==> config.mk <==
export PLATFORM = sky130hd
export DESIGN_NAME = modular_exponentiation
export DESIGN_NICKNAME = d
export VERILOG_FILES = /design/src/hdl/mexp_pkg.sv /design/src/hdl/mexp_regs.sv /design/src/hdl/mexp_modmul.sv /design/src/hdl/modular_exponentiation.sv
export SDC_FILE = /design/constraint.sdc
export NUM_CORES = 1
export LEC_CHECK = 0
export BUFFER_PORTS_ARGS = -buffer_cell sky130_fd_sc_hd__buf_2
export CORE_ASPECT_RATIO = 0.75
export CORE_MARGIN = 3
export CORE_UTILIZATION = 60
export CTS_CLUSTER_SIZE = 12
export DETAILED_ROUTE_END_ITERATION = 10
export PLACE_DENSITY = 0.79
export SLEW_MARGIN = 20
export SYNTH_ARGS = -nofsm -noshare
export SYNTH_HDL_FRONTEND = slang
export SYNTH_HIERARCHICAL = 1
export SYNTH_SLANG_ARGS = --single-unit
export TNS_END_PERCENT = 30
==> constraint.sdc <==
create_clock -name clk -period 18.7 [get_ports clk]
set_input_delay 1.87 -clock clk [delete_from_list [all_inputs] [get_ports clk]]
set_output_delay 1.87 -clock clk [all_outputs]
set_load 0.01 [all_outputs]
==> src/hdl/mexp_pkg.sv <==
// Shared constants and types for the modular exponentiation block.
// No dependencies; used by mexp_regs, mexp_modmul and modular_exponentiation.
`default_nettype none

package mexp_pkg;

    // operand width default, and fixed widths of the ports
    localparam int WIDTH_DEF = 32;
    localparam int FIELD_W   = 32;
    localparam int CFG_W     = 32;
    localparam int ADDR_W    = 3;

    // register indexes, taken from paddr[2]
    localparam logic [0:0] REG_MODULUS  = 1'b0;
    localparam logic [0:0] REG_EXPONENT = 1'b1;

    // key set handed from the register file to the datapath
    typedef struct packed {
        logic [CFG_W-1:0] modulus;
        logic [CFG_W-1:0] exponent;
    } cfg_t;

endpackage

`default_nettype wire

==> src/hdl/mexp_regs.sv <==
// Configuration register file (modulus, exponent) behind an APB-style port.
// Depends on mexp_pkg for widths, register indexes and cfg_t.
`default_nettype none

module mexp_regs (
    input  wire logic                          clk,
    input  wire logic                          rst_n,
    input  wire logic                          psel,
    input  wire logic                          penable,
    input  wire logic                          pwrite,
    input  wire logic [mexp_pkg::ADDR_W-1:0]   paddr,
    input  wire logic [mexp_pkg::CFG_W-1:0]    pwdata,
    output logic      [mexp_pkg::CFG_W-1:0]    prdata,
    output logic                               pready,
    output mexp_pkg::cfg_t                     cfg
);

    logic [mexp_pkg::CFG_W-1:0] modulus_reg;
    logic [mexp_pkg::CFG_W-1:0] exponent_reg;
    logic                       wr_en;
    logic [0:0]                 reg_idx;

    assign pready  = 1'b1;
    assign wr_en   = psel && penable && pwrite;
    assign reg_idx = paddr[2:2];

    always_ff @(posedge clk or negedge rst_n)
    begin
        if (!rst_n)
        begin
            modulus_reg  <= mexp_pkg::CFG_W'(1);
            exponent_reg <= '0;
        end
        else if (wr_en)
        begin
            case (reg_idx)
                mexp_pkg::REG_MODULUS:  modulus_reg  <= pwdata;
                mexp_pkg::REG_EXPONENT: exponent_reg <= pwdata;
                default: ;
            endcase
        end
    end

    always_comb
    begin
        case (reg_idx)
            mexp_pkg::REG_MODULUS:  prdata = modulus_reg;
            mexp_pkg::REG_EXPONENT: prdata = exponent_reg;
            default:                prdata = '0;
        endcase
    end

    assign cfg.modulus  = modulus_reg;
    assign cfg.exponent = exponent_reg;

endmodule

`default_nettype wire

==> src/hdl/mexp_modmul.sv <==
// Bit-serial interleaved modular multiplier: product = a * b mod m,
// one bit of a per cycle, MSB first. Needs b <= m and m nonzero. Uses mexp_pkg.
`default_nettype none

module mexp_modmul #(
    parameter int WIDTH = mexp_pkg::WIDTH_DEF
) (
    input  wire logic             clk,
    input  wire logic             rst_n,
    input  wire logic             start,
    input  wire logic [WIDTH-1:0] a,
    input  wire logic [WIDTH-1:0] b,
    input  wire logic [WIDTH-1:0] m,
    output logic                  done,
    output logic      [WIDTH-1:0] product
);

    localparam int CNT_W = (WIDTH > 1) ? $clog2(WIDTH) : 1;

    logic               busy_reg,  busy_next;
    logic               done_reg,  done_next;
    logic [CNT_W-1:0]   cnt_reg,   cnt_next;
    logic [WIDTH-1:0]   a_sr_reg,  a_sr_next;
    logic [WIDTH-1:0]   b_reg,     b_next;
    logic [WIDTH-1:0]   r_reg,     r_next;

    logic [WIDTH+1:0]   sum;
    logic [WIDTH+1:0]   m_ext;
    logic [WIDTH+1:0]   red1;
    logic [WIDTH+1:0]   red2;

    // 2r + bit*b stays below 3m, so two conditional subtracts bring it back under m
    always_comb
    begin
        m_ext = {2'b00, m};
        sum   = {1'b0, r_reg, 1'b0} + (a_sr_reg[WIDTH-1] ? {2'b00, b_reg} : '0);
        red1  = (sum  >= m_ext) ? sum  - m_ext : sum;
        red2  = (red1 >= m_ext) ? red1 - m_ext : red1;
    end

    always_comb
    begin
        busy_next = busy_reg;
        done_next = 1'b0;
        cnt_next  = cnt_reg;
        a_sr_next = a_sr_reg;
        b_next    = b_reg;
        r_next    = r_reg;
        if (start)
        begin
            busy_next = 1'b1;
            cnt_next  = CNT_W'(WIDTH - 1);
            a_sr_next = a;
            b_next    = b;
            r_next    = '0;
        end
        else if (busy_reg)
        begin
            r_next    = red2[WIDTH-1:0];
            a_sr_next = {a_sr_reg[WIDTH-2:0], 1'b0};
            cnt_next  = cnt_reg - CNT_W'(1);
            if (cnt_reg == '0)
            begin
                busy_next = 1'b0;
                done_next = 1'b1;
            end
        end
    end

    always_ff @(posedge clk or negedge rst_n)
    begin
        if (!rst_n)
        begin
            busy_reg <= 1'b0;
            done_reg <= 1'b0;
            cnt_reg  <= '0;
        end
        else
        begin
            busy_reg <= busy_next;
            done_reg <= done_next;
            cnt_reg  <= cnt_next;
        end
    end

    always_ff @(posedge clk)
    begin
        a_sr_reg <= a_sr_next;
        b_reg    <= b_next;
        r_reg    <= r_next;
    end

    assign done    = done_reg;
    assign product = r_reg;

endmodule

`default_nettype wire

==> src/hdl/modular_exponentiation.sv <==
// Right-to-left binary modular exponentiation: power_result = base_value ^ exponent mod
// modulus, one word at a time. The base is first reduced mod modulus on the shared
// bit-serial multiplier. Each exponent bit then costs a decision step, an optional
// multiply and a square on that same unit, except that the top bit gets no square.
// A multiplication is started, steps through every bit of its first operand and then
// signals done. A zero exponent (result 1) or, with a nonzero exponent, a zero modulus
// (result 0) skips the multiplier and goes straight to delivery. The next word can be
// taken as soon as the result is loaded, since the load returns the state to idle.
// The input is stalled while a word is in work; a finished result waits in the
// output register while the next word is taken. Depends on mexp_pkg, mexp_regs and
// mexp_modmul.
`default_nettype none

module modular_exponentiation #(
    parameter int WIDTH = mexp_pkg::WIDTH_DEF
) (
    input  wire logic                          clk,
    input  wire logic                          rst_n,
    input  wire logic                          psel,
    input  wire logic                          penable,
    input  wire logic                          pwrite,
    input  wire logic [mexp_pkg::ADDR_W-1:0]   paddr,
    input  wire logic [mexp_pkg::CFG_W-1:0]    pwdata,
    output logic      [mexp_pkg::CFG_W-1:0]    prdata,
    output logic                               pready,
    input  wire logic                          in_valid,
    output logic                               in_stall,
    input  wire logic [mexp_pkg::FIELD_W-1:0]  base_value,
    output logic                               out_valid,
    input  wire logic                          out_stall,
    output logic      [mexp_pkg::FIELD_W-1:0]  power_result
);

    typedef enum logic [2:0] {
        ST_IDLE,
        ST_REDUCE,
        ST_STEP,
        ST_MUL,
        ST_SQR,
        ST_DELIVER
    } state_t;

    mexp_pkg::cfg_t cfg;

    state_t                        state_reg,     state_next;
    logic                          start_reg,     start_next;
    logic                          out_valid_reg, out_valid_next;
    logic [mexp_pkg::FIELD_W-1:0]  power_reg,     power_next;
    logic [WIDTH-1:0]              base_reg,      base_next;
    logic [WIDTH-1:0]              acc_reg,       acc_next;
    logic [WIDTH-1:0]              exp_reg,       exp_next;
    logic [WIDTH-1:0]              mod_reg,       mod_next;

    logic             in_take;
    logic             out_free;
    logic             mul_done;
    logic [WIDTH-1:0] mul_a;
    logic [WIDTH-1:0] mul_b;
    logic [WIDTH-1:0] mul_p;
    logic             exp_more;

    mexp_regs u_regs (
        .clk     (clk),
        .rst_n   (rst_n),
        .psel    (psel),
        .penable (penable),
        .pwrite  (pwrite),
        .paddr   (paddr),
        .pwdata  (pwdata),
        .prdata  (prdata),
        .pready  (pready),
        .cfg     (cfg)
    );

    mexp_modmul #(
        .WIDTH (WIDTH)
    ) u_modmul (
        .clk     (clk),
        .rst_n   (rst_n),
        .start   (start_reg),
        .a       (mul_a),
        .b       (mul_b),
        .m       (mod_reg),
        .done    (mul_done),
        .product (mul_p)
    );

    assign in_stall     = (state_reg != ST_IDLE);
    assign in_take      = in_valid && !in_stall;
    assign out_free     = !out_valid_reg || !out_stall;
    assign exp_more     = (exp_reg[WIDTH-1:1] != '0);
    assign out_valid    = out_valid_reg;
    assign power_result = power_reg;

    // operand routing for the shared multiplier
    always_comb
    begin
        case (state_reg)
            ST_REDUCE:
            begin
                mul_a = base_reg;
                mul_b = WIDTH'(1);
            end
            ST_MUL:
            begin
                mul_a = acc_reg;
                mul_b = base_reg;
            end
            default:
            begin
                mul_a = base_reg;
                mul_b = base_reg;
            end
        endcase
    end

    always_comb
    begin
        state_next     = state_reg;
        start_next     = 1'b0;
        out_valid_next = out_valid_reg && out_stall;
        power_next     = power_reg;
        base_next      = base_reg;
        acc_next       = acc_reg;
        exp_next       = exp_reg;
        mod_next       = mod_reg;

        case (state_reg)
            ST_IDLE:
            begin
                if (in_take)
                begin
                    base_next = base_value[WIDTH-1:0];
                    exp_next  = cfg.exponent[WIDTH-1:0];
                    mod_next  = cfg.modulus[WIDTH-1:0];
                    if (cfg.exponent[WIDTH-1:0] == '0)
                    begin
                        acc_next   = WIDTH'(1);
                        state_next = ST_DELIVER;
                    end
                    else if (cfg.modulus[WIDTH-1:0] == '0)
                    begin
                        acc_next   = '0;
                        state_next = ST_DELIVER;
                    end
                    else
                    begin
                        start_next = 1'b1;
                        state_next = ST_REDUCE;
                    end
                end
            end
            ST_REDUCE:
            begin
                if (mul_done)
                begin
                    base_next  = mul_p;
                    acc_next   = WIDTH'(1);
                    state_next = ST_STEP;
                end
            end
            ST_STEP:
            begin
                // a clear low bit always has set bits above it here
                start_next = 1'b1;
                state_next = exp_reg[0] ? ST_MUL : ST_SQR;
            end
            ST_MUL:
            begin
                if (mul_done)
                begin
                    acc_next = mul_p;
                    if (exp_more)
                    begin
                        start_next = 1'b1;
                        state_next = ST_SQR;
                    end
                    else
                    begin
                        state_next = ST_DELIVER;
                    end
                end
            end
            ST_SQR:
            begin
                if (mul_done)
                begin
                    base_next  = mul_p;
                    exp_next   = {1'b0, exp_reg[WIDTH-1:1]};
                    state_next = ST_STEP;
                end
            end
            ST_DELIVER:
            begin
                // hold until the output register is free
                if (out_free)
                begin
                    power_next              = '0;
                    power_next[WIDTH-1:0]   = acc_reg;
                    out_valid_next          = 1'b1;
                    state_next              = ST_IDLE;
                end
            end
            default:
            begin
                state_next = ST_IDLE;
            end
        endcase
    end

    always_ff @(posedge clk or negedge rst_n)
    begin
        if (!rst_n)
        begin
            state_reg     <= ST_IDLE;
            start_reg     <= 1'b0;
            out_valid_reg <= 1'b0;
        end
        else
        begin
            state_reg     <= state_next;
            start_reg     <= start_next;
            out_valid_reg <= out_valid_next;
        end
    end

    always_ff @(posedge clk)
    begin
        power_reg <= power_next;
        base_reg  <= base_next;
        acc_reg   <= acc_next;
        exp_reg   <= exp_next;
        mod_reg   <= mod_next;
    end

    // multiplier results only arrive while a multiplication is owned
    a_done_owned: assert property (@(posedge clk) disable iff (!rst_n)
        mul_done |-> (state_reg == ST_REDUCE || state_reg == ST_MUL || state_reg == ST_SQR))
        else $error("multiplier done outside a multiply state");

    // a new result word is loaded only from the delivery state
    a_out_from_deliver: assert property (@(posedge clk) disable iff (!rst_n)
        $rose(out_valid_reg) |-> $past(state_reg) == ST_DELIVER)
        else $error("output loaded outside delivery");

    // the exponent scan never runs out of bits mid-word
    a_exp_live: assert property (@(posedge clk) disable iff (!rst_n)
        (state_reg == ST_STEP || state_reg == ST_MUL || state_reg == ST_SQR)
            |-> (exp_reg != '0 && mod_reg != '0))
        else $error("exponent or modulus zero during scan");

    // an accepted word always leaves idle
    a_take_busy: assert property (@(posedge clk) disable iff (!rst_n)
        in_take |=> state_reg != ST_IDLE)
        else $error("accepted word did not start");

endmodule

`default_nettype wire
==> metrics.txt, run 1 <==
Startpoint Class=flip-flop; core area=31800 um2; Period minus WS final=10.42 ns; Post-Syn Nets=1942; Hold Buf Count CTS=0; area added between synthesis and finish=10.8%; Die Span X=215 um; reg2reg setup slack=8.28 ns; layout cell share with drive strength beyond 1=23.5%; Via density=6.18; Setup violations, final=0; Root Buffer=clkbuf_16; Setup CP Type=flip-flop to flip-flop; CP peak stage delay=0.88 ns; Critical Path End Type=flip-flop; post-route setup TNS=0 ns; dominant synthesized flop cell=edfxtp_1; Clock Path Buffers=3; htree depth=2; Clock Sinks=332; Hold WC Path Type=flip-flop to flip-flop; number of distinct library cells after synthesis=91; Mapped Area=19700 um2; clock skew=0.0214 ns; # rows=56; DRC errors left=0; sequential share of the synthesized area=47.0%; antenna-violating nets left=0; dpl hpwl=35800 um; Final #Nets=2062; gr ovfl total=0; Final Cycle Share=55.7%; Fmax=0.0960 GHz; Worst EP arrival=10.85 ns; Synth Instances=1768; largest net degree at the start of global routing=77; Worst Tran Pin Value=1.12 ns; gpl congestion=0.921; max_cap viols=0; Initial DRT Pass Iterations=5; Synth Area per Inst=11.2 um2; I/O Buffers=137; Yosys warnings=6; clock-pin slew on the worst setup and hold paths=0.06 ns; post-CTS sizing=0; Data required, critical path=19.14 ns; starting density of the core=62.0%; vias in the first global route=14100; family with the most delay on the worst path=compound AO/OA/AOI/OAI gates; wire per inst=20.9 um; most common library cell in the layout ignoring fill and taps=edfxtp_1; antenna violations before repair=0; Async S/R FF share, synth=22.9%; post-CTS setup buffer count=0; #FFs+latches synth=332; Worst Path Max Fanout=35; Die ar.=35100 um2; most frequent cells in the layout=edfxtp_1 (224), nand2_1 (198), mux2_2 (154); number of antenna diodes=0; first-pass GRT wire length=77000 um; unrepaired setup endpoints after global routing=no; Boundary Pins=141; EDFF count, synth=224; Die Y=163 um; total wire length=49000 um; via count=14500; status=complete, no violations; max-slew violation total from the final report=0; cell at the slowest stage of the critical path=edfxtp_1; gr usage total=27.7%; relative slew slack=25.4%; Crit path buffers/inverters=1; initial DRC count=1221; CTS tree=yes; clk_lat worst skew=0.54 ns; CTS buffer count=35; final hold vios=0
[Yosys cell counts, drive strengths merged (8+ instances only)]
library cell / count / area share (%)
a211oi: 14 / 0.58
clkbuf: 42 / 0.80
ha: 97 / 6.2
a311oi: 14 / 0.62
nand2b: 22 / 0.74
mux2i: 9 / 0.46
inv: 61 / 1.2
o21ai: 60 / 1.6
and3: 42 / 1.3
nor2: 85 / 1.6
nand3: 32 / 0.84
a21o: 40 / 1.5
xnor2: 52 / 2.3
o31ai: 8 / 0.33
or2: 8 / 0.25
nand4: 20 / 0.67
nor4: 29 / 0.92
nor2b: 49 / 1.6
dfxtp: 32 / 3.2
mux2: 214 / 13
nand2: 198 / 3.8
xor2: 25 / 1.1
o211ai: 8 / 0.30
edfxtp: 224 / 34
dfrtp: 75 / 9.5
o21bai: 11 / 0.42
o21a: 17 / 0.65
a21oi: 82 / 2.1
buf: 30 / 1.0
and2: 34 / 1.1
nor3: 34 / 0.89
[logic make-up (layout without fill, tap and decap cells)]
| logic type | after synthesis | after routing | share of synthesized area [%] |
|---|---|---|---|
| AOI/OAI and AO/OA | 328 | 328 | 11.6 |
| adders and majority gates | 100 | 100 | 6.46 |
| muxes | 223 | 223 | 13.8 |
| other | 1 | 1 | 0.0190 |
| DFF | 332 | 332 | 47.0 |
| and+or+nand+nor | 574 | 574 | 14.7 |
| xor gates and xnor gates | 77 | 77 | 3.42 |
| buffers and inverters | 133 | 276 | 3.00 |
[path summary, 6_finish.rpt]
check,from,end,cells after the start
max,u_modmul/a_sr_reg[31]$_DFFE_PP_,u_modmul/product[17]$_SDFFE_PP0P_,32
min,acc_reg[15]$_DFFE_PP_,power_result[15]$_DFFE_PP_,0
max reg2reg,u_modmul/a_sr_reg[31]$_DFFE_PP_,u_modmul/product[17]$_SDFFE_PP0P_,32
min reg2reg,acc_reg[15]$_DFFE_PP_,power_result[15]$_DFFE_PP_,0
max in group asynchronous,rst_n,start_reg$_DFF_PN0_,1
min in group asynchronous,rst_n,u_regs/modulus_reg[26]$_DFFE_PN0P_,1
[per-stage QoR]
stage	util (%)	hold WS, ns	instances	setup slack, ns	instance area [um2]
floorplan	-	0.426	1768	10.87	19700
global placement	65.3	0.435	2285	8.70	20800
detailed placement	65.3	0.434	2285	8.60	20800
CTS	68.6	0.448	2345	8.50	21800
global route	68.7	0.456	2346	7.58	21900
finish	68.7	0.446	2346	8.28	21900
[metal layers]
| metal | GRT usage, % | vias to the layer above | share of wire [%] |
|---|---|---|---|
| li1 | - | 6809 | - |
| met1 | 39.5 | 7120 | 45 |
| met2 | 44.7 | 484 | 46 |
| met3 | 4.14 | 76 | 6.4 |
| met4 | 7.51 | 0 | 2.1 |
| met5 | 0 | - | 0 |
[worst register-to-register path: cells and delay by family, from the launching register on]
family / cells / cell delay, ns
AO/OA/AOI/OAI: 18 / 5.11
adder cells (fa/ha/maj): 4 / 1.33
AND/OR/NAND/NOR: 7 / 2.39
multiplexers: 1 / 0.27
flip-flops: 1 / 0.88
XOR/XNOR: 1 / 0.29
buffers and inverters: 1 / 0.07
[final cells by class]
type | instances | area [um2]
Multi-Input combinational cell | 1303 | 9900
Inverter | 61 | 229
Clock buffer | 53 | 975
Tap cell | 435 | 544
Fill cell | 2440 | 9960
Clock inverter | 7 | 78.8
Timing Repair Buffer | 155 | 847
Sequential cell | 332 | 9270
Power of run 1 is left out: the tool's default activity adds up to more than one toggle a clock period on the data nets, which glitch-free logic cannot reach.
==> run 2, diff against run 1 <==
Settings changed: CORE_UTILIZATION 60 to 56, PLACE_DENSITY 0.79 to 0.78.
Clock period 18.7 ns to 9.2 ns, I/O delays scaled along.
==> metrics.txt, run 2 (same netlist as run 1, synthesis figures left out) <==
status=complete, no violations; most frequent cells in the layout=edfxtp_1 (224), nand2_1 (198), mux2_2 (154); Final #Nets=2076; clk_lat worst skew=0.54 ns; area added between synthesis and finish=11.6%; Data required, critical path=9.62 ns; Max Used Layer=met4; Setup CP Type=flip-flop to flip-flop; CTS buffer count=35; met2 wire length=23100 um; final hold vios=0; core area=34100 um2; FF/Latch Area=9270 um2; Multi-input gate area=9920 um2; Period minus WS final=8.57 ns; Final Cycle Share=93.1%; most common library cell in the layout ignoring fill and taps=edfxtp_1; relative slew slack=29.1%; I/O Buffers=137; antenna violations before repair=0; met3 WL=3090 um; clock skew=0.0269 ns; Boundary Pins=141; RR Endpoint=u_modmul/product[1]$_SDFFE_PP0P_; CP Launch Point=u_modmul/a_sr_reg[31]$_DFFE_PP_; Clock Sinks=332; first-pass GRT wire length=79200 um; max_cap viols=0; antenna-violating nets left=0; Die Y=169 um; fillers=2658; DRC errors left=0; max-slew violation total from the final report=0; CP peak stage delay=0.47 ns; post-route setup TNS=0 ns; Root Buffer=clkbuf_16; cell at the slowest stage of the critical path=a2111oi_4; vias in the first global route=14400; Worst Tran Pin Value=1.06 ns; # rows=58; Hold WC Path Type=input pin to asynchronous set/reset pin; Die ar.=37500 um2; Worst EP arrival=8.99 ns; Via density=6.12; clock-pin slew on the worst setup and hold paths=0.06 ns; layout cell share with drive strength beyond 1=24.3%; Initial DRT Pass Iterations=5; Critical Path End Type=flip-flop; reg2reg setup slack=0.63 ns; number of antenna diodes=0; dpl hpwl=36700 um; Hold Buf Count CTS=0; placed cell count=2312; r2r worst-path depth=34; unrepaired setup endpoints after global routing=no; Worst Path Max Fanout=35; htree depth=2; wl on met1=22900 um; Startpoint Class=flip-flop; RR Startpoint=u_modmul/a_sr_reg[31]$_DFFE_PP_; CTS tree=yes; gr usage total=26.3%; gr ovfl total=0; wire per inst=21.2 um; starting density of the core=57.8%; total wire length=50200 um; Setup violations, final=0; initial DRC count=1193; Post-Layout Cell Count=2370; largest net degree at the start of global routing=71; gpl congestion=0.927; Fmax=0.117 GHz; via count=14500; Clock Path Buffers=3; Die Span X=223 um
run 2: metal layers:
| layer | up-vias | track usage, % |
|---|---|---|
| met5 | - | 0 |
| met4 | 0 | 6.99 |
| met3 | 74 | 3.64 |
| met2 | 474 | 41.9 |
| met1 | 7135 | 38.3 |
| li1 | 6819 | - |
run 2: worst max path at each step:
stage | depth (start not counted) | endpoint
after floorplan | 34 | u_modmul/product[14]$_SDFFE_PP0P_
after CTS | 36 | u_modmul/product[31]$_SDFFE_PP0P_
final | 34 | u_modmul/product[1]$_SDFFE_PP0P_
after detailed placement | 36 | u_modmul/product[1]$_SDFFE_PP0P_
after global routing | 33 | u_modmul/product[22]$_SDFFE_PP0P_
after global placement | 33 | u_modmul/product[17]$_SDFFE_PP0P_
run 2: cell type report:
cell class / instances / area share [%]
sequential: 332 / 42.1
inverter: 61 / 1.04
clock inverter: 8 / 0.370
timing repair buffer: 169 / 4.44
tap: 450 / 2.56
clock buffer: 47 / 4.37
multi-input combinational: 1303 / 45.1
run 2: repair_timing:
item,4_1_cts,5_1_grt
gates resized for setup,0,6
endpoints found under the hold margin,0,0
endpoints found under the setup margin,0,32
buffers inserted,0,2
run 2: critical path: cells and delay by family (launching register included):
family | cells | cell delay (ns)
fa+ha+maj | 3 | 1.00
compound gates | 15 | 3.98
buf+inv | 5 | 1.04
flops | 1 | 0.35
simple gates | 9 | 1.51
xor+xnor | 1 | 0.14
mux | 1 | 0.40
run 2: through the flow:
| step | cell area [um2] | utilization, % | hold slack [ns] | setup slack [ns] |
|---|---|---|---|---|
| 5_1_grt | 22000 | 64.5 | 0.179 | 0.0556 |
| 6_report | 22000 | 64.5 | 0.197 | 0.634 |
| 3_3_place_gp | 20900 | 61.3 | 0.435 | 0.463 |
| 3_5_place_dp | 20900 | 61.3 | 0.433 | 0.320 |
| 4_1_cts | 21900 | 64.3 | 0.180 | 0.287 |
| 2_1_floorplan | 19700 | - | 0.426 | 1.37 |
Power of run 2 is left out for the same reason.
